[src/rtl/min_erp_pkg.sv]
// Types and constants of the minimum edge reversal path block.
package min_erp_pkg;

    localparam int NODE_W    = 8;
    localparam int MAX_NODES = 256;
    localparam int DIST_W    = NODE_W + 1;   // reached flag + distance
    localparam int RES_W     = 1 + NODE_W;   // ok + reversals

    localparam logic [1:0] CMD_ADD   = 2'd0;
    localparam logic [1:0] CMD_QUERY = 2'd1;
    localparam logic [1:0] CMD_CLEAR = 2'd2;

    typedef enum logic [1:0] {
        OP_ADD,
        OP_QUERY,
        OP_CLEAR,
        OP_REJECT
    } t_op;

    typedef enum logic [2:0] {
        BS_IDLE,
        BS_INIT,
        BS_PASS,
        BS_EDGE_RD,
        BS_DIST_RD,
        BS_RELAX,
        BS_FIN_RD,
        BS_FIN
    } t_bstate;

endpackage

[src/rtl/min_erp_front.sv]
// Front end: range checks, store fill tracking and job encoding.
module min_erp_front #(
    parameter int MAX_EDGES = 1024,
    parameter int EW        = 11
) (
    input  logic                           i_clk,
    input  logic                           i_rst_n,
    input  logic                           i_accept,
    input  logic [1:0]                     i_command,
    input  logic [min_erp_pkg::NODE_W-1:0] i_first_node,
    input  logic [min_erp_pkg::NODE_W-1:0] i_second_node,
    input  logic [min_erp_pkg::NODE_W-1:0] i_top,
    output logic [2+2*min_erp_pkg::NODE_W+EW-1:0] o_job
);
    logic [EW-1:0] r_edge_cnt, n_edge_cnt;
    min_erp_pkg::t_op op;
    logic            out_of_range;

    assign out_of_range = (i_first_node > i_top) || (i_second_node > i_top);

    always_comb begin
        n_edge_cnt = r_edge_cnt;
        op         = min_erp_pkg::OP_REJECT;
        unique case (i_command)
            min_erp_pkg::CMD_ADD: begin
                if (!out_of_range && (r_edge_cnt != EW'(MAX_EDGES))) begin
                    op         = min_erp_pkg::OP_ADD;
                    n_edge_cnt = r_edge_cnt + 1'b1;
                end
            end
            min_erp_pkg::CMD_QUERY: begin
                if (!out_of_range) begin
                    op = min_erp_pkg::OP_QUERY;
                end
            end
            min_erp_pkg::CMD_CLEAR: begin
                op         = min_erp_pkg::OP_CLEAR;
                n_edge_cnt = '0;
            end
            default: begin
                op = min_erp_pkg::OP_REJECT;
            end
        endcase
    end

    // Add carries its store slot, query carries the edge count.
    assign o_job = {op, i_first_node, i_second_node, r_edge_cnt};

    always_ff @(posedge i_clk) begin
        if (!i_rst_n) begin
            r_edge_cnt <= '0;
        end else if (i_accept) begin
            r_edge_cnt <= n_edge_cnt;
        end
    end
endmodule

[config.mk]
export PLATFORM = sky130hd
export DESIGN_NAME = min_erp_front
export DESIGN_NICKNAME = d
export VERILOG_FILES = /design/src/rtl/min_erp_pkg.sv /design/src/rtl/min_erp_front.sv
export SDC_FILE = /design/constraint.sdc
export NUM_CORES = 1
export LEC_CHECK = 0
export ABC_AREA = 1
export BUFFER_PORTS_ARGS = -buffer_cell sky130_fd_sc_hd__buf_4
export CORE_ASPECT_RATIO = 1.25
export CORE_MARGIN = 2
export CORE_UTILIZATION = 47
export CTS_BUF_LIST = sky130_fd_sc_hd__clkbuf_16
export DETAILED_ROUTE_END_ITERATION = 8
export GPL_TIMING_DRIVEN = 0
export PLACE_DENSITY_LB_ADDON = 0.2
export SETUP_SLACK_MARGIN = 0.4
export SLEW_MARGIN = 20
export SYNTH_ARGS = -nofsm -noshare
export SYNTH_HDL_FRONTEND = slang
export SYNTH_SLANG_ARGS = --single-unit
[constraint.sdc]
create_clock -name i_clk -period 2.8 [get_ports i_clk]
set_clock_uncertainty 0.2 [all_clocks]
set_input_delay 0.56 -clock i_clk [delete_from_list [all_inputs] [get_ports i_clk]]
set_output_delay 0.56 -clock i_clk [all_outputs]
set_load 0.01 [all_outputs]
==> flow_summary.yaml, run 1 <==
power:
  share_comb_of_total_power_pct: 38.7
  powerDensity_mw_per_mm2: 357
  p_leak_nw: 0.983
  p_clk_share_pct: 36.2
  switching_share_pct: 31.1
  seq_power_share_pct: 25.1
  p_int_w: 0.000498
  switchingPower_w: 0.000224
  ir_drop_uv: 462
cts:
  insertion_delay_ns: 0.24
  cts_hold_buf: 0
  cts_num_sinks: 11
  cts_tree: "done"
  root_buffer: "clkbuf_16"
  clk_path_buf_depth: 2
  cts_inserted_buffers: 3
  htree_levels: 1
  clk_pin_slew_ns: 0.04
global_routing:
  grtUsageTotal_pct: 23.1
  grt_max_degree: 11
  grt_first_pass_wirelength_um: 5760
  grt_overflow: 0
  antenna_found_initial: 0
  grt_pass1_vias: 1405
timing:
  tns_ns: 0
  fin_crit_ns: 2.51
  rsz0062_at_grt: "true"
  max_slew_margin_pct: 73.5
  fmax_ghz: 0.398
  hold_violations: 0
  setup-violations-final: 0
  fin_crit_sh_pct: 89.8
  drv_slew: 0
  tightestPinTransition_ns: 0.397
yosys:
  synth_seq_cells: 11
  seq_area_frac_synth_pct: 17.1
  synthCells: 200
  syn_area_sq_mm: 0.00129
  yosys.area_share.adder_pct: 17.5
  synth_warnings: 0
  synthMuxAreaShare_pct: 0
  synth_compound_area_share_pct: 9.62
  synth_top_family_by_area: "simple AND/OR/NAND/NOR gates"
  synth_xor_area_share_pct: 1.36
  syn_area_per_cell_sq_um: 6.44
  syn-num-nets: 247
  synth-simple-area-share_pct: 34.3
  yosys.cell_types.count: 24
finish:
  regMostFlops: "r_edge_cnt"
  drive_above_1_share_pct: 46.4
  diodes: 0
  largest_reg_flops: 11
  instances_no_fill: 295
  nets: 309
  top_regs: "r_edge_cnt: 11 flops"
  area_growth_pct: 57.4
  fillers: 213
setup_path:
  crit_type: "in -> out"
  worst_setup_path_start_kind: "input pin"
  critPathCaptureType: "output pin"
  worst_ep_required_time_ns: 2.04
  cp_max_fo: 2
  critical_path_arrival_ns: 1.75
floorplan:
  die_area_sq_mm: 0.00318
  start_util_pct: 48.5
  row_count: 21
  ios: 58
  core-area_sq_mm: 0.00265
  die_y_um: 62.5
  die_w_um: 50.8
routing:
  routed_wl_um: 3590
  vias: 1504
  drc_errors: 0
  postRouteAntennaNets: 0
  drtIter0Drc: 15
  dr.pass1.iters: 4
  viasPerCell: 5.10
  wl_per_cell_um: 12.2
place:
  port_buffers: 55
  place_inst: 289
  gp_routability_congestion: 0.838
  hpwl_um: 2540
status:
  status: "finished, final reports clean"
worst_hold_path:
  hold_class: "reg -> reg"
flow_run:
  drv_cap: 0
==> through the flow <==
| step | setup slack [ns] | total power (W) | area, sq um | util (%) | hold slack, ns |
|---|---|---|---|---|---|
| 2_1_floorplan | 0.401 | 0.000321 | 1290 | - | 0.319 |
| 3_3_place_gp | 0.0494 | 0.000411 | 1740 | 65.7 | 0.322 |
| 3_5_place_dp | 0.0407 | 0.000415 | 1740 | 65.7 | 0.338 |
| 4_1_cts | 0.295 | 0.000711 | 1990 | 74.8 | 0.346 |
| 5_1_grt | 0.203 | 0.000759 | 2030 | 76.4 | 0.360 |
| 6_report | 0.285 | 0.000723 | 2030 | 76.4 | 0.348 |
==> placed cells by master, fill, tap and decap left out <==
master	instances
a211oi_1	1
a21o_1	1
a21oi_1	11
a21oi_2	5
a31oi_1	1
buf_1	1
buf_4	71
buf_6	3
buf_8	1
clkbuf_1	1
clkbuf_16	3
dfxtp_1	11
ha_1	8
ha_4	10
inv_1	20
inv_2	6
inv_4	3
inv_6	1
nand2_1	37
nand2_2	7
nand2_4	1
nand3_1	17
nand3_2	2
nand4_1	7
nor2_1	18
nor2_2	7
nor3_2	1
o21a_1	1
o21ai_0	3
xor2_1	2
==> power groups by stage <==
stage | Sequential (W) | Clock [W] | Combinational, W
global route | 0.000182 | 0.000267 | 0.000310
finish | 0.000181 | 0.000262 | 0.000280
detailed placement | 0.000183 | 0 | 0.000232
CTS | 0.000181 | 0.000262 | 0.000268
floorplan | 0.000185 | 0 | 0.000137
global placement | 0.000183 | 0 | 0.000228
==> layer usage <==
| layer | up-vias | routed length (um) | global-route usage [%] |
|---|---|---|---|
| met5 | - | 0 | 0 |
| met2 | 60 | 1990 | 43.9 |
| li1 | 754 | - | - |
| met4 | 0 | 53 | 8.45 |
| met3 | 7 | 221 | 1.91 |
| met1 | 683 | 1330 | 25.6 |
==> path summary, 6_finish.rpt <==
path                                       start              to  slack, ns  cells past startpoint
worst max-delay path            i_second_node[5]       o_job[27]       0.29                     12
worst min-delay path              r_edge_cnt[10]  r_edge_cnt[10]       0.35                      2
worst max register to register     r_edge_cnt[0]   r_edge_cnt[0]       0.95                     11
worst min register to register    r_edge_cnt[10]  r_edge_cnt[10]       0.35                      2
==> critical path, stage by stage <==
cell	delay, ns
buf_4	0.13
ha_4	0.23
a21oi_2	0.13
nor2_2	0.05
nor2_1	0.11
nand2_1	0.07
nand2_2	0.07
nand3_2	0.09
nand2_4	0.08
buf_8	0.10
inv_2	0.03
buf_6	0.10
==> synth_stat cells (all sizes together) <==
library cell	count	share of area, %
nand4	7	3.4
dfxtp	11	17
buf	19	11
o21ai	3	1.2
o21a	1	0.58
inv	29	8.5
a211oi	1	0.58
nor2	25	8.1
a21o	1	0.58
a31oi	1	0.49
ha	18	17
nor3	1	0.78
a21oi	16	6.2
nand3	19	8.2
clkbuf	1	0.29
nand2	45	14
xor2	2	1.4
==> cell families after synthesis <==
kind of cell | Yosys count
AO/OA/AOI/OAI | 23
flip-flops | 11
AND/OR/NAND/NOR | 97
adder cells (fa/ha/maj) | 18
XOR/XNOR | 2
buffers and inverters | 49
==> layout make-up <==
| type | instances | area, sq um | share of cell area [%] |
|---|---|---|---|
| sequential | 11 | 220 | 10.9 |
| clock buffer | 3 | 75.1 | 3.70 |
| buffer | 20 | 150 | 7.41 |
| timing repair buffer | 57 | 439 | 21.7 |
| clock inverter | 1 | 3.75 | 0.185 |
| inverter | 29 | 121 | 5.99 |
| tap | 34 | 42.5 | 2.10 |
| multi-input combinational | 140 | 975 | 48.1 |
==> what timing repair did <==
item | in CTS | in global routing
buffers inserted | 2 | 0
gates resized for setup | 30 | 9
pin swaps | 14 | 3
setup endpoints to repair | 2 | 2
(Power assumes the default switching activity.)
==> run 2: changes to the inputs <==
--- a/constraint.sdc
+++ b/constraint.sdc
@@ -4,2 +4,2 @@
 set_output_delay 0.56 -clock i_clk [all_outputs]
-set_load 0.01 [all_outputs]
+set_load 0.1 [all_outputs]
==> flow_summary.yaml, run 2 (synthesis gave the netlist of run 1 again) <==
timing:
  fin_crit_ns: 2.65
  fin_hold_ws_ns: 0.308
  hold_violations: 0
  drv_slew: 0
  setup-violations-final: 0
  tns_ns: 0
  fin_crit_sh_pct: 94.6
  fmax_ghz: 0.378
  rsz0062_at_grt: "true"
  tightestPinTransition_ns: 0.430
  max_slew_margin_pct: 71.3
routing:
  wl_per_cell_um: 13.0
  routed_wl_um: 3850
  top_layer_used: "met4"
  dr_wl_met3_um: 240
  dr.pass1.iters: 5
  postRouteAntennaNets: 0
  vias: 1549
  drtIter0Drc: 41
  viasPerCell: 5.22
  wl_met2_um: 2120
  drc_errors: 0
  met1Wirelength_um: 1340
finish:
  largest_reg_flops: 11
  final_cell_mix: "buf_4, nand2_1, inv_1"
  nets: 311
  final_core_util_pct: 81.9
  final_common_cell: "buf_4"
  fillers: 159
  area_growth_pct: 68.8
  regMostFlops: "r_edge_cnt"
  diodes: 0
  drive_above_1_share_pct: 53.2
  top_regs: "r_edge_cnt: 11 flops"
flow_run:
  drv_cap: 0
setup_path:
  worst_ep_required_time_ns: 2.04
  critPathCaptureType: "output pin"
  cp_max_fo: 2
  ff2ff_setup_slack_ns: 0.87
  timing.rr.start: "r_edge_cnt[0]"
  worst_setup_path_start_kind: "input pin"
  crit_type: "in -> out"
  reg2reg_depth: 11
  rr_endpoint: "r_edge_cnt[6]"
  critical_path_arrival_ns: 1.89
floorplan:
  die_area_sq_mm: 0.00318
  ios: 58
  die_y_um: 62.5
  die_w_um: 50.8
  core-area_sq_mm: 0.00265
  row_count: 21
  start_util_pct: 48.5
cts:
  clk_path_buf_depth: 2
  insertion_delay_ns: 0.24
  htree_levels: 1
  clk_pin_slew_ns: 0.05
  cts_hold_buf: 0
  cts_num_sinks: 11
  root_buffer: "clkbuf_16"
  cts_inserted_buffers: 3
  cts_tree: "done"
worst_hold_path:
  worstHoldStart: "r_edge_cnt[10]"
  hold-path-endpoint: "r_edge_cnt[10]"
  hold_depth: 2
  hold_class: "reg -> reg"
global_routing:
  grt_pass1_vias: 1450
  grt_max_degree: 11
  grt_overflow: 0
  grt_first_pass_wirelength_um: 5670
  antenna_found_initial: 0
  grtUsageTotal_pct: 23.1
status:
  status: "finished, final reports clean"
place:
  port_buffers: 55
  gp_routability_congestion: 0.802
  hpwl_um: 2650
power:
  p_leak_nw: 1.01
  ir_drop_uv: 310
  powerDensity_mw_per_mm2: 432
## run 2: cell count changes in the layout (fill, tap and decap cells not counted), sizes merged
cell,delta
buf,+2
clkinvlp,+1
inv,-1
## run 2: worst max-delay path by stage
stage	endpoint	start	depth (start not counted)
finish	o_job[28]	i_second_node[1]	13
global route	o_job[27]	i_first_node[7]	11
CTS	o_job[27]	i_top[6]	13
detailed placement	o_job[27]	i_top[5]	13
global placement	o_job[27]	i_top[5]	13
floorplan	o_job[28]	i_top[5]	8
## run 2: layer usage
| layer | up-vias | track usage (%) |
|---|---|---|
| met3 | 14 | 2.87 |
| met5 | - | 0 |
| met4 | 0 | 17.2 |
| met1 | 698 | 23.0 |
| li1 | 754 | - |
| met2 | 83 | 41.9 |
## run 2: through the flow
| stage | total power [W] | instances | area (sq um) | setup slack [ns] |
|---|---|---|---|---|
| finish | 0.000938 | 297 | 2170 | 0.151 |
| global route | 0.000972 | 297 | 2170 | 0.0757 |
| CTS | 0.000909 | 296 | 2100 | 0.169 |
| detailed placement | 0.000619 | 289 | 1950 | -0.0807 |
| global placement | 0.000611 | 289 | 1950 | -0.0643 |
| floorplan | 0.000512 | 200 | 1490 | -0.0474 |
## run 2: critical path, stage by stage
cell and delay, ns:
buf_4 0.12, ha_4 0.26, nand2_2 0.05, nand2_1 0.07
nand2_1 0.05, nand2_1 0.05, nand2_1 0.04, nand2_1 0.07
nand2_2 0.06, buf_4 0.13, buf_6 0.10, nand4_1 0.09
buf_8 0.21
## run 2: layout make-up
| class | instances | area (sq um) | area share, % |
|---|---|---|---|
| buffer | 20 | 150 | 6.91 |
| tap | 34 | 42.5 | 1.96 |
| timing repair buffer | 59 | 489 | 22.5 |
| clock buffer | 3 | 75.1 | 3.45 |
| clock inverter | 1 | 3.75 | 0.173 |
| sequential | 11 | 236 | 10.9 |
| multi-input combinational | 140 | 1040 | 47.7 |
| inverter | 29 | 140 | 6.45 |
## run 2: where the power goes
| group | leakage [nW] | internal, W | switching [W] |
|---|---|---|---|
| Combinational | 0.877 | 0.000166 | 0.000318 |
| Sequential | 0.0949 | 0.000168 | 0.0000147 |
| Clock | 0.0423 | 0.000189 | 0.0000828 |
| Total | 1.01 | 0.000523 | 0.000415 |
## run 2: repair_timing
item / 4_1_cts / 5_1_grt
pin swaps: 6 / 18
buffers inserted: 3 / 1
cloned: 0 / 0
resized for setup: 14 / 16
setup endpoints to repair: 2 / 2
