`config.mk`:
```
export PLATFORM = sky130hd
export DESIGN_NAME = min_erp_fifo
export DESIGN_NICKNAME = d
export VERILOG_FILES = /design/src/rtl/min_erp_fifo.sv
export SDC_FILE = /design/constraint.sdc
export NUM_CORES = 1
export LEC_CHECK = 0
export ABC_AREA = 0
export BUFFER_PORTS_ARGS = -buffer_cell sky130_fd_sc_hd__buf_2
export CAP_MARGIN = 25
export CORE_ASPECT_RATIO = 0.6
export CORE_MARGIN = 3
export CORE_UTILIZATION = 45
export CTS_BUF_LIST = sky130_fd_sc_hd__clkbuf_8 sky130_fd_sc_hd__clkbuf_16
export DETAILED_ROUTE_END_ITERATION = 12
export SLEW_MARGIN = 20
export SYNTH_ARGS = -nofsm -noshare
export SYNTH_HDL_FRONTEND = slang
export SYNTH_SLANG_ARGS = --single-unit
```
`constraint.sdc`:
```
create_clock -name i_clk -period 3.3 [get_ports i_clk]
set_input_delay 0.33 -clock i_clk [delete_from_list [all_inputs] [get_ports i_clk]]
set_output_delay 0.33 -clock i_clk [all_outputs]
set_load 0.1 [all_outputs]
```
`src/rtl/min_erp_fifo.sv`:
```
// Small synchronous FIFO used for the job queue and the result queue.
module min_erp_fifo #(
    parameter int W     = 8,
    parameter int DEPTH = 4
) (
    input  logic         i_clk,
    input  logic         i_rst_n,
    input  logic         i_push,
    input  logic [W-1:0] i_data,
    output logic         o_full,
    input  logic         i_pop,
    output logic [W-1:0] o_data,
    output logic         o_empty
);
    localparam int PW = (DEPTH > 1) ? $clog2(DEPTH) : 1;

    logic [W-1:0] r_mem [DEPTH];
    logic [PW-1:0] r_wp, r_rp;
    logic [PW:0]   r_cnt;
    logic          do_push, do_pop;

    assign o_full  = (r_cnt == (PW+1)'(DEPTH));
    assign o_empty = (r_cnt == '0);
    assign do_push = i_push && !o_full;
    assign do_pop  = i_pop && !o_empty;
    assign o_data  = r_mem[r_rp];

    always_ff @(posedge i_clk) begin
        if (!i_rst_n) begin
            r_wp  <= '0;
            r_rp  <= '0;
            r_cnt <= '0;
        end else begin
            if (do_push) begin
                r_wp <= (r_wp == PW'(DEPTH - 1)) ? '0 : r_wp + 1'b1;
            end
            if (do_pop) begin
                r_rp <= (r_rp == PW'(DEPTH - 1)) ? '0 : r_rp + 1'b1;
            end
            if (do_push && !do_pop) begin
                r_cnt <= r_cnt + 1'b1;
            end else if (do_pop && !do_push) begin
                r_cnt <= r_cnt - 1'b1;
            end
        end
    end

    always_ff @(posedge i_clk) begin
        if (do_push) begin
            r_mem[r_wp] <= i_data;
        end
    end
endmodule

```
==> run metrics, run 1 <==
status finished clean; Crit Path Class reg2reg; R2R cell count 8; nets 136; Period Utilization, post-route 72.5%; PostCTS Resize Cnt 0; Hold Path Cell Cnt 1; Mapped Area 1630 um^2; Worst R2R End r_cnt[2]; post-synthesis sequential area ratio 70.0%; drt via density 5.24; via count 854; drt total wl 2.53 mm; diode count 0; P per Cell Area 957 nW/um^2; Max stage delay on crit path 0.45 ns; Tmin final 2.39 ns; Max Fclk 418 MHz; worst hold endpoint r_mem[0][4]; Total Power 1800 uW; Critical path origin r_cnt[0]; average size of a mapped cell 17.5 um^2; CTS Sinks 41; layout cells sized above 1 30.5%; RSZ-0062 raised after global routing no; Synthesis Warnings 0; Max clock buf depth 2; CP startpoint kind flop; GPL Wtd Cong 0.723; HP Start i_data[4]; max cap viols 0; port bufs 21; P&R area growth vs syn 15.3%; Die H 52.6 um; Worst Setup End Kind flop; Slew HR 59.9%; drt first-iter violations 57; Site Rows 16; worst-path cell chain nor3b_2, nor2b_1, ha_1, inv_1, fa_1, xor2_1, or3_1, a21boi_0; initial antenna violation count 0; most common cell after layout, fill and taps aside edfxtp_1; Final Hold Vio Count 0; R2R Path Start r_cnt[0]; peak supply drop 0.451 mV; Req. time, crit path 3.52 ns; FF+latch count, synth 41; Post-Route Setup TNS 0 ns; Root Buffer clkbuf_8; Worst Hold Class in2reg; Post-Syn Nets 112; R2R setup slack 0.91 ns; DRC Markers 0; later-pin clock latency in the skew report 0.29 ns; remaining global-route overflow 0; Cell variety after synth 23; CP Max Fanout 7; core area 3360 um^2; Total GRT Usage 13.9%; cells after synthesis 93; TritonCTS Buffers 5; vias in the first global route 889; Die Area 4400 um^2; Initial Util 48.5%; final core occ 55.9%; fin. max-slew vios 0; clock skew 0.00300 ns; remaining antenna violation count 0; most frequent cells in the layout 32 x edfxtp_1, 21 x buf_2, 9 x dfxtp_1; htree depth 2; post-CTS setup repair buffer count 0; CP max stage cell dfxtp_1; worst-margin pin slew 0.596 ns; CTS Hold Buffers Added 0; CTS tree yes; crit path DAT 2.61 ns; IO Count 22; CTS clock-pin slew for the worst setup and hold paths 0.07 ns; fill cell count 268; detailed placer's ending HPWL 1.76 mm; first-pass GRT wire length 4.29 mm; Leak 0.000689 uW; Setup-failing EPs final 0; Routed wire per std cell 15.5 um; first drt pass iteration count 4; Die W 83.7 um; worst hold margin 0.253 ns; largest net degree at the start of global routing 13
==> sequential cells by signal (all words and copies together), names as in the netlist, named ones only <==
| name | flops |
|---|---|
| r_cnt | 3 |
| r_mem | 32 |
| r_rp | 2 |
| r_wp | 2 |
==> critical path, delay by kind of cell, from the launching register on <==
kind	cells	cell delay [ns]
simple gates	3	0.83
fa+ha+maj	2	0.66
flops	1	0.45
xor+xnor	1	0.16
compound gates	1	0.15
buf+inv	1	0.07
==> report_power, final <==
| group | leakage (uW) | internal (uW) | switching (uW) |
|---|---|---|---|
| Combinational | 0.000265 | 176 | 537 |
| Sequential | 0.000367 | 635 | 69.0 |
| Clock | 0.0000570 | 220 | 161 |
| Total | 0.000689 | 1030 | 768 |
==> cells by family (layout without fill, tap and decap cells) <==
| group | Yosys count | after routing | synth area share [%] |
|---|---|---|---|
| flip-flops | 41 | 41 | 70.0 |
| AND/OR/NAND/NOR | 20 | 20 | 6.60 |
| multiplexers | 11 | 11 | 12.9 |
| adder cells (fa/ha/maj) | 7 | 7 | 5.83 |
| buffers and inverters | 7 | 32 | 1.76 |
| AO/OA/AOI/OAI | 5 | 5 | 1.84 |
| XOR/XNOR | 2 | 2 | 1.07 |
==> stage by stage <==
step           worst slack (ns)  std cells  instance area, um^2
3_5_place_dp              0.903        155                 1770
3_3_place_gp               1.06        155                 1770
2_1_floorplan             0.395         93                 1630
4_1_cts                   0.903        163                 1880
6_report                  0.908        163                 1880
5_1_grt                   0.667        163                 1880
==> final cells by class <==
type	instances	area [um^2]	share of cell area (%)
sequential	41	1140	60.7
multi-input combinational	45	460	24.5
timing repair buffer	21	105	5.59
clock buffer	5	68.8	3.66
tap	45	56.3	2.99
clock inverter	3	37.5	2.00
inverter	3	11.3	0.599
==> worst max-delay path by stage <==
| stage | to | depth (start not counted) |
|---|---|---|
| 2_1_floorplan | r_cnt[2] | 9 |
| 3_3_place_gp | r_cnt[2] | 8 |
| 3_5_place_dp | r_cnt[2] | 8 |
| 4_1_cts | r_cnt[2] | 8 |
| 5_1_grt | r_cnt[2] | 8 |
| 6_report | r_cnt[2] | 8 |
==> cell usage after synthesis <==
| cell | count | share of area [%] |
|---|---|---|
| o31ai_1 | 1 | 0.46 |
| buf_2 | 2 | 0.61 |
| xnor2_1 | 1 | 0.54 |
| buf_1 | 1 | 0.23 |
| nor2_1 | 2 | 0.46 |
| dfxtp_1 | 9 | 11 |
| mux2i_1 | 3 | 1.8 |
| inv_1 | 3 | 0.69 |
| a21boi_0 | 1 | 0.46 |
| or3_1 | 1 | 0.38 |
| and2_1 | 5 | 1.9 |
| ha_1 | 6 | 4.6 |
| nand2_1 | 6 | 1.4 |
| o21ai_0 | 3 | 0.92 |
| nor3b_2 | 1 | 0.77 |
| nor3_1 | 1 | 0.31 |
| xor2_1 | 1 | 0.54 |
| edfxtp_1 | 32 | 59 |
| nor2b_1 | 2 | 0.77 |
| fa_1 | 1 | 1.2 |
| mux4_2 | 8 | 11 |
| clkbuf_1 | 1 | 0.23 |
| nand3_1 | 2 | 0.61 |
==> metal layers <==
layer	vias up	routed length [um]	global-route usage (%)
met5	-	0	0
met4	0	61	7.22
met3	7	114	5.34
met2	19	1140	20.8
met1	434	1220	17.8
li1	394	-	-
No activity file was read; power rests on OpenSTA's default activity.
==> run 2: changes to the inputs <==
ABC_AREA = 1   (was 0)
PLACE_DENSITY = 0.67   (was unset)
clock period = 2.1 ns   (was 3.3 ns; I/O delays follow)
==> run 2 against run 1 <==
- global-route usage grew 1.6 points
- register-to-register slack lost 0.69 ns
- clock skew grew 0.0073 ns
- design area grew 8.3%
- non-clock buffer count grew 6
- critical path type is now reg2out
- final cell count grew 39%
==> run metrics, run 2 <==
most frequent cells in the layout 33 x nor2_1, 32 x edfxtp_1, 20 x buf_2; fin. max-slew vios 0; vias in the first global route 1094; Period Utilization, post-route 93.6%; post-synth top area cell edfxtp_1; most common cell after layout, fill and taps aside nor2_1; Hold Path Cell Cnt 1; Slew HR 67.9%; post-synthesis sequential area ratio 67.4%; via count 1127; max cap viols 0; worst-margin pin slew 0.485 ns; Routed wire per std cell 14.2 um; first drt pass iteration count 4; average size of a mapped cell 11.4 um^2; CTS tree yes; max FFs per register 32; Final Hold Vio Count 0; status finished clean; Post-Syn Nets 167; clock skew 0.0104 ns; ys async rst share 0%; Yosys top cell area share 56.8%; Site Rows 16; P&R area growth vs syn 20.3%; Root Buffer clkbuf_8; GPL Wtd Cong 0.777; Post-Route Setup TNS 0 ns; remaining global-route overflow 0; TritonCTS Buffers 5; number of synthesized flops with an enable pin 32; Worst Setup End Kind primary output; Largest regs r_mem (32), r_cnt (3); Initial Util 49.5%; R2R cell count 9; IO Count 22; DRC Markers 0; CTS Hold Buffers Added 0; drt first-iter violations 45; drt total wl 3.21 mm; CTS clock-pin slew for the worst setup and hold paths 0.08 ns; crit path DAT 1.75 ns; nets 199; detailed placer's ending HPWL 2.30 mm; diode count 0; Post-synth top cells 33 x nor2_1, 32 x edfxtp_1, 18 x inv_1; CP Max Fanout 9; Die Area 4560 um^2; HP Start i_data[4]; later-pin clock latency in the skew report 0.29 ns; Max Fclk 509 MHz; most common cell in the netlist nor2_1; Tmin final 1.96 ns; Total GRT Usage 15.5%; Req. time, crit path 1.89 ns; CTS Sinks 41; Die H 53.5 um; Max clock buf depth 2; Mapped Area 1690 um^2; R2R setup slack 0.22 ns; FF+latch count, synth 41; drt via density 4.99; R2R Path Start r_cnt[1]; Cell variety after synth 18; Worst R2R End r_cnt[1]; initial antenna violation count 0; cells after synthesis 148; htree depth 2; synth top area cells edfxtp_1 57%, dfxtp_1 11%, nor2_1 7.3%, ha_1 4.4%, o21ai_0 4.1%; CP startpoint kind flop; Worst Hold Class in2reg; Setup-failing EPs final 0; worst hold endpoint r_mem[0][4]; first-pass GRT wire length 4.97 mm; port bufs 21; RSZ-0062 raised after global routing no; Synthesis Warnings 0; layout cells sized above 1 25.4%; Synth Flop Type edfxtp_1; largest net degree at the start of global routing 17; remaining antenna violation count 0; core area 3420 um^2; Die W 85.2 um; Biggest register r_mem; Crit Path Class reg2out
run 2: changes by cell type after synthesis, moves of 3 or more:
cell / before / now
and2_1: 5 / 0
o21ai_0: 3 / 14
o22ai_1: 0 / 8
inv_1: 3 / 18
mux4_2: 8 / 0
o21ai_2: 0 / 3
nand2_1: 6 / 14
nor2_1: 2 / 33
mux2i_1: 3 / 0
run 2: metrics by stage:
stage	hold WS, ns	utilization [%]	instances	setup WS (ns)	area [um^2]
detailed placement	0.431	56.3	218	0.234	1930
finish	0.132	59.5	226	0.135	2040
global placement	0.421	56.3	218	0.322	1930
CTS	0.128	59.4	226	0.0996	2030
floorplan	0.309	-	148	0.396	1740
global route	0.124	59.5	226	0.00617	2040
run 2: critical path, cell delays in order (launching register included):
cell and delay (ns):
dfxtp_1 0.43, inv_1 0.30, o21ai_0 0.17, o22ai_2 0.12, buf_2 0.44
run 2: how the worst max path moves through the flow:
| stage | start | end | depth (start not counted) |
|---|---|---|---|
| floorplan | flop | o_data[6] | 3 |
| global placement | r_cnt[1] | r_cnt[1] | 9 |
| detailed placement | r_cnt[1] | r_cnt[1] | 9 |
| CTS | flop | o_data[2] | 4 |
| global route | flop | o_data[1] | 4 |
| finish | flop | o_data[2] | 4 |
run 2: cell type report:
| type | count | area [um^2] |
|---|---|---|
| flip-flops and latches | 41 | 1140 |
| well taps | 45 | 56.3 |
| clock inverters | 3 | 37.5 |
| multi-input cells | 86 | 508 |
| clock buffers | 5 | 68.8 |
| repair buffers | 27 | 153 |
| inverters | 19 | 71.3 |
| fillers | 281 | 1390 |
run 2: kinds of logic (layout without fill, tap and decap cells):
family                   Yosys count  in the layout  share of synthesized area (%)
adder cells (fa/ha/maj)            7              7                           5.62
buffers and inverters             21             54                           5.54
AO/OA/AOI/OAI                     28             28                           9.53
flip-flops                        41             41                           67.4
AND/OR/NAND/NOR                   51             51                           11.9
run 2: timing repair:
item,CTS,global route
endpoints found under the setup margin,0,1
resized for setup,0,1
setup buffers,0,0
run 2: metal layers:
| layer | share of wire (%) | global-route usage, % | vias up |
|---|---|---|---|
| li1 | - | - | 565 |
| met1 | 47 | 18.0 | 531 |
| met2 | 47 | 25.3 | 21 |
| met3 | 4.5 | 5.75 | 10 |
| met4 | 2.4 | 9.21 | 0 |
| met5 | 0 | 0 | - |
Power of run 2 is not shown: default switching activity piles up to over one toggle a cycle in this logic, so the estimate is an artifact.
==> run 3: changes to the inputs <==
CORE_MARGIN = unset   (was 3)
GPL_TIMING_DRIVEN = 0   (was unset)
==> run 3 against run 2 <==
- die area down 12%
- core utilization down 1.4 points
- sequential share of layout area grew 1.3 points
- hold slack better by 0.0066 ns
- wire length is 4.8% lower
- critical path depth unchanged
- highest routed layer unchanged
==> run metrics, run 3 (synthesis results as in run 2) <==
status finished clean; DRC Markers 0; Root Buffer clkbuf_8; Routed wire per std cell 13.8 um; IO Count 22; largest net degree at the start of global routing 12; storage element area 1140 um^2; Max stage delay on crit path 0.45 ns; Initial Util 49.5%; Final Hold Vio Count 0; diode count 0; vias in the first global route 990; P&R area growth vs syn 17.5%; htree depth 2; Die H 49.5 um; most common cell after layout, fill and taps aside nor2_1; post-CTS setup repair buffer count 0; Die Area 4020 um^2; worst slack, placed 0.214 ns; remaining antenna violation count 0; port bufs 21; most frequent cells in the layout 33 x nor2_1, 32 x edfxtp_1, 21 x inv_1, 21 x buf_2; detailed placer's ending HPWL 2.14 mm; Largest regs r_mem (32), r_cnt (3); CP startpoint kind flop; Worst Hold Class in2reg; worst setup margin 0.145 ns; drt first-iter violations 53; later-pin clock latency in the skew report 0.28 ns; fill cell count 279; CTS tree yes; fin. max-slew vios 0; via count 1098; worst-margin pin slew 0.943 ns; Slew HR 36.9%; crit path DAT 1.75 ns; Req. time, crit path 1.89 ns; CTS clock-pin slew for the worst setup and hold paths 0.07 ns; Max Fclk 511 MHz; Worst Setup End Kind primary output; layout cells sized above 1 23.2%; CTS Sinks 41; Site Rows 16; CP Max Fanout 9; Tmin final 1.96 ns; met1 Resource Use GR 24.6%; Total GRT Usage 17.5%; CTS Hold Buffers Added 0; TritonCTS Buffers 5; Biggest register r_mem; core area 3420 um^2; area of the multi-input gates 513 um^2; initial antenna violation count 0; Die W 81.2 um; GPL Wtd Cong 0.699; Period Utilization, post-route 93.1%; first drt pass iteration count 4; met2 usage 26.1%; Crit Path Class reg2out; max FFs per register 32; grt met3 use 5.74%; clock skew 0.00465 ns; worst-path cell chain inv_1, o21ai_0, o22ai_2, buf_2; CP max stage cell buf_2; max cap viols 0; Setup-failing EPs final 0; RSZ-0062 raised after global routing no; Max clock buf depth 2; remaining global-route overflow 0; nets 195; Post-Route Setup TNS 0 ns; first-pass GRT wire length 4.82 mm; drt total wl 3.06 mm; Top Usage Layer GRT met2; drt via density 4.95
run 3: cell types whose count changed in the layout (fill, tap and decap cells not counted):
cell       previous run  this run
buf_2                20        21
bufinv_16             1         0
nand2_4               0         1
clkinv_1              1         0
clkbuf_4              1         0
buf_6                 0         2
nand2_2               1         0
inv_1                19        21
buf_4                 6         0
run 3: worst max-delay path: cells and delay by family (launching register included):
kind	cells	cell delay [ns]
AO/OA/AOI/OAI	2	0.30
buffers and inverters	2	0.75
flip-flops	1	0.42
run 3: routing by layer:
layer	vias to the layer above	wire [um]
li1	560	-
met1	507	1510
met4	0	17
met5	-	0
met3	4	196
met2	27	1340
run 3: area by class of cell:
type,count,share of cell area (%)
Inverter,19,3.58
Buffer,2,1.13
Timing Repair Buffer,21,5.28
Multi-Input combinational cell,86,25.8
Sequential cell,41,57.4
Tap cell,45,2.83
Clock inverter,3,0.566
Clock buffer,5,3.46
run 3: timing repair:
action | in CTS | in global routing
hold endpoints to repair | 0 | 0
resized for setup | 0 | 1
endpoints found under the setup margin | 0 | 1
run 3: final timing paths:
kind / slack [ns] / to / cells after the start / start
max: 0.14 / o_data[0] / 4 / flop
min: 0.14 / r_mem[2][5] / 1 / i_data[5]
max reg2reg: 0.23 / r_cnt[1] / 9 / r_cnt[1]
min reg2reg: 0.51 / r_cnt[0] / 2 / r_cnt[0]
run 3: through the flow:
| stage | hold WS (ns) | area (um^2) | instances | utilization (%) |
|---|---|---|---|---|
| 3_3_place_gp | 0.421 | 1900 | 214 | 55.6 |
| 6_report | 0.138 | 1990 | 222 | 58.1 |
| 2_1_floorplan | 0.309 | 1740 | 148 | - |
| 4_1_cts | 0.132 | 1980 | 222 | 58.0 |
| 5_1_grt | 0.127 | 1990 | 222 | 58.1 |
| 3_5_place_dp | 0.426 | 1900 | 214 | 55.6 |
Power of run 3 is left out for the same reason.
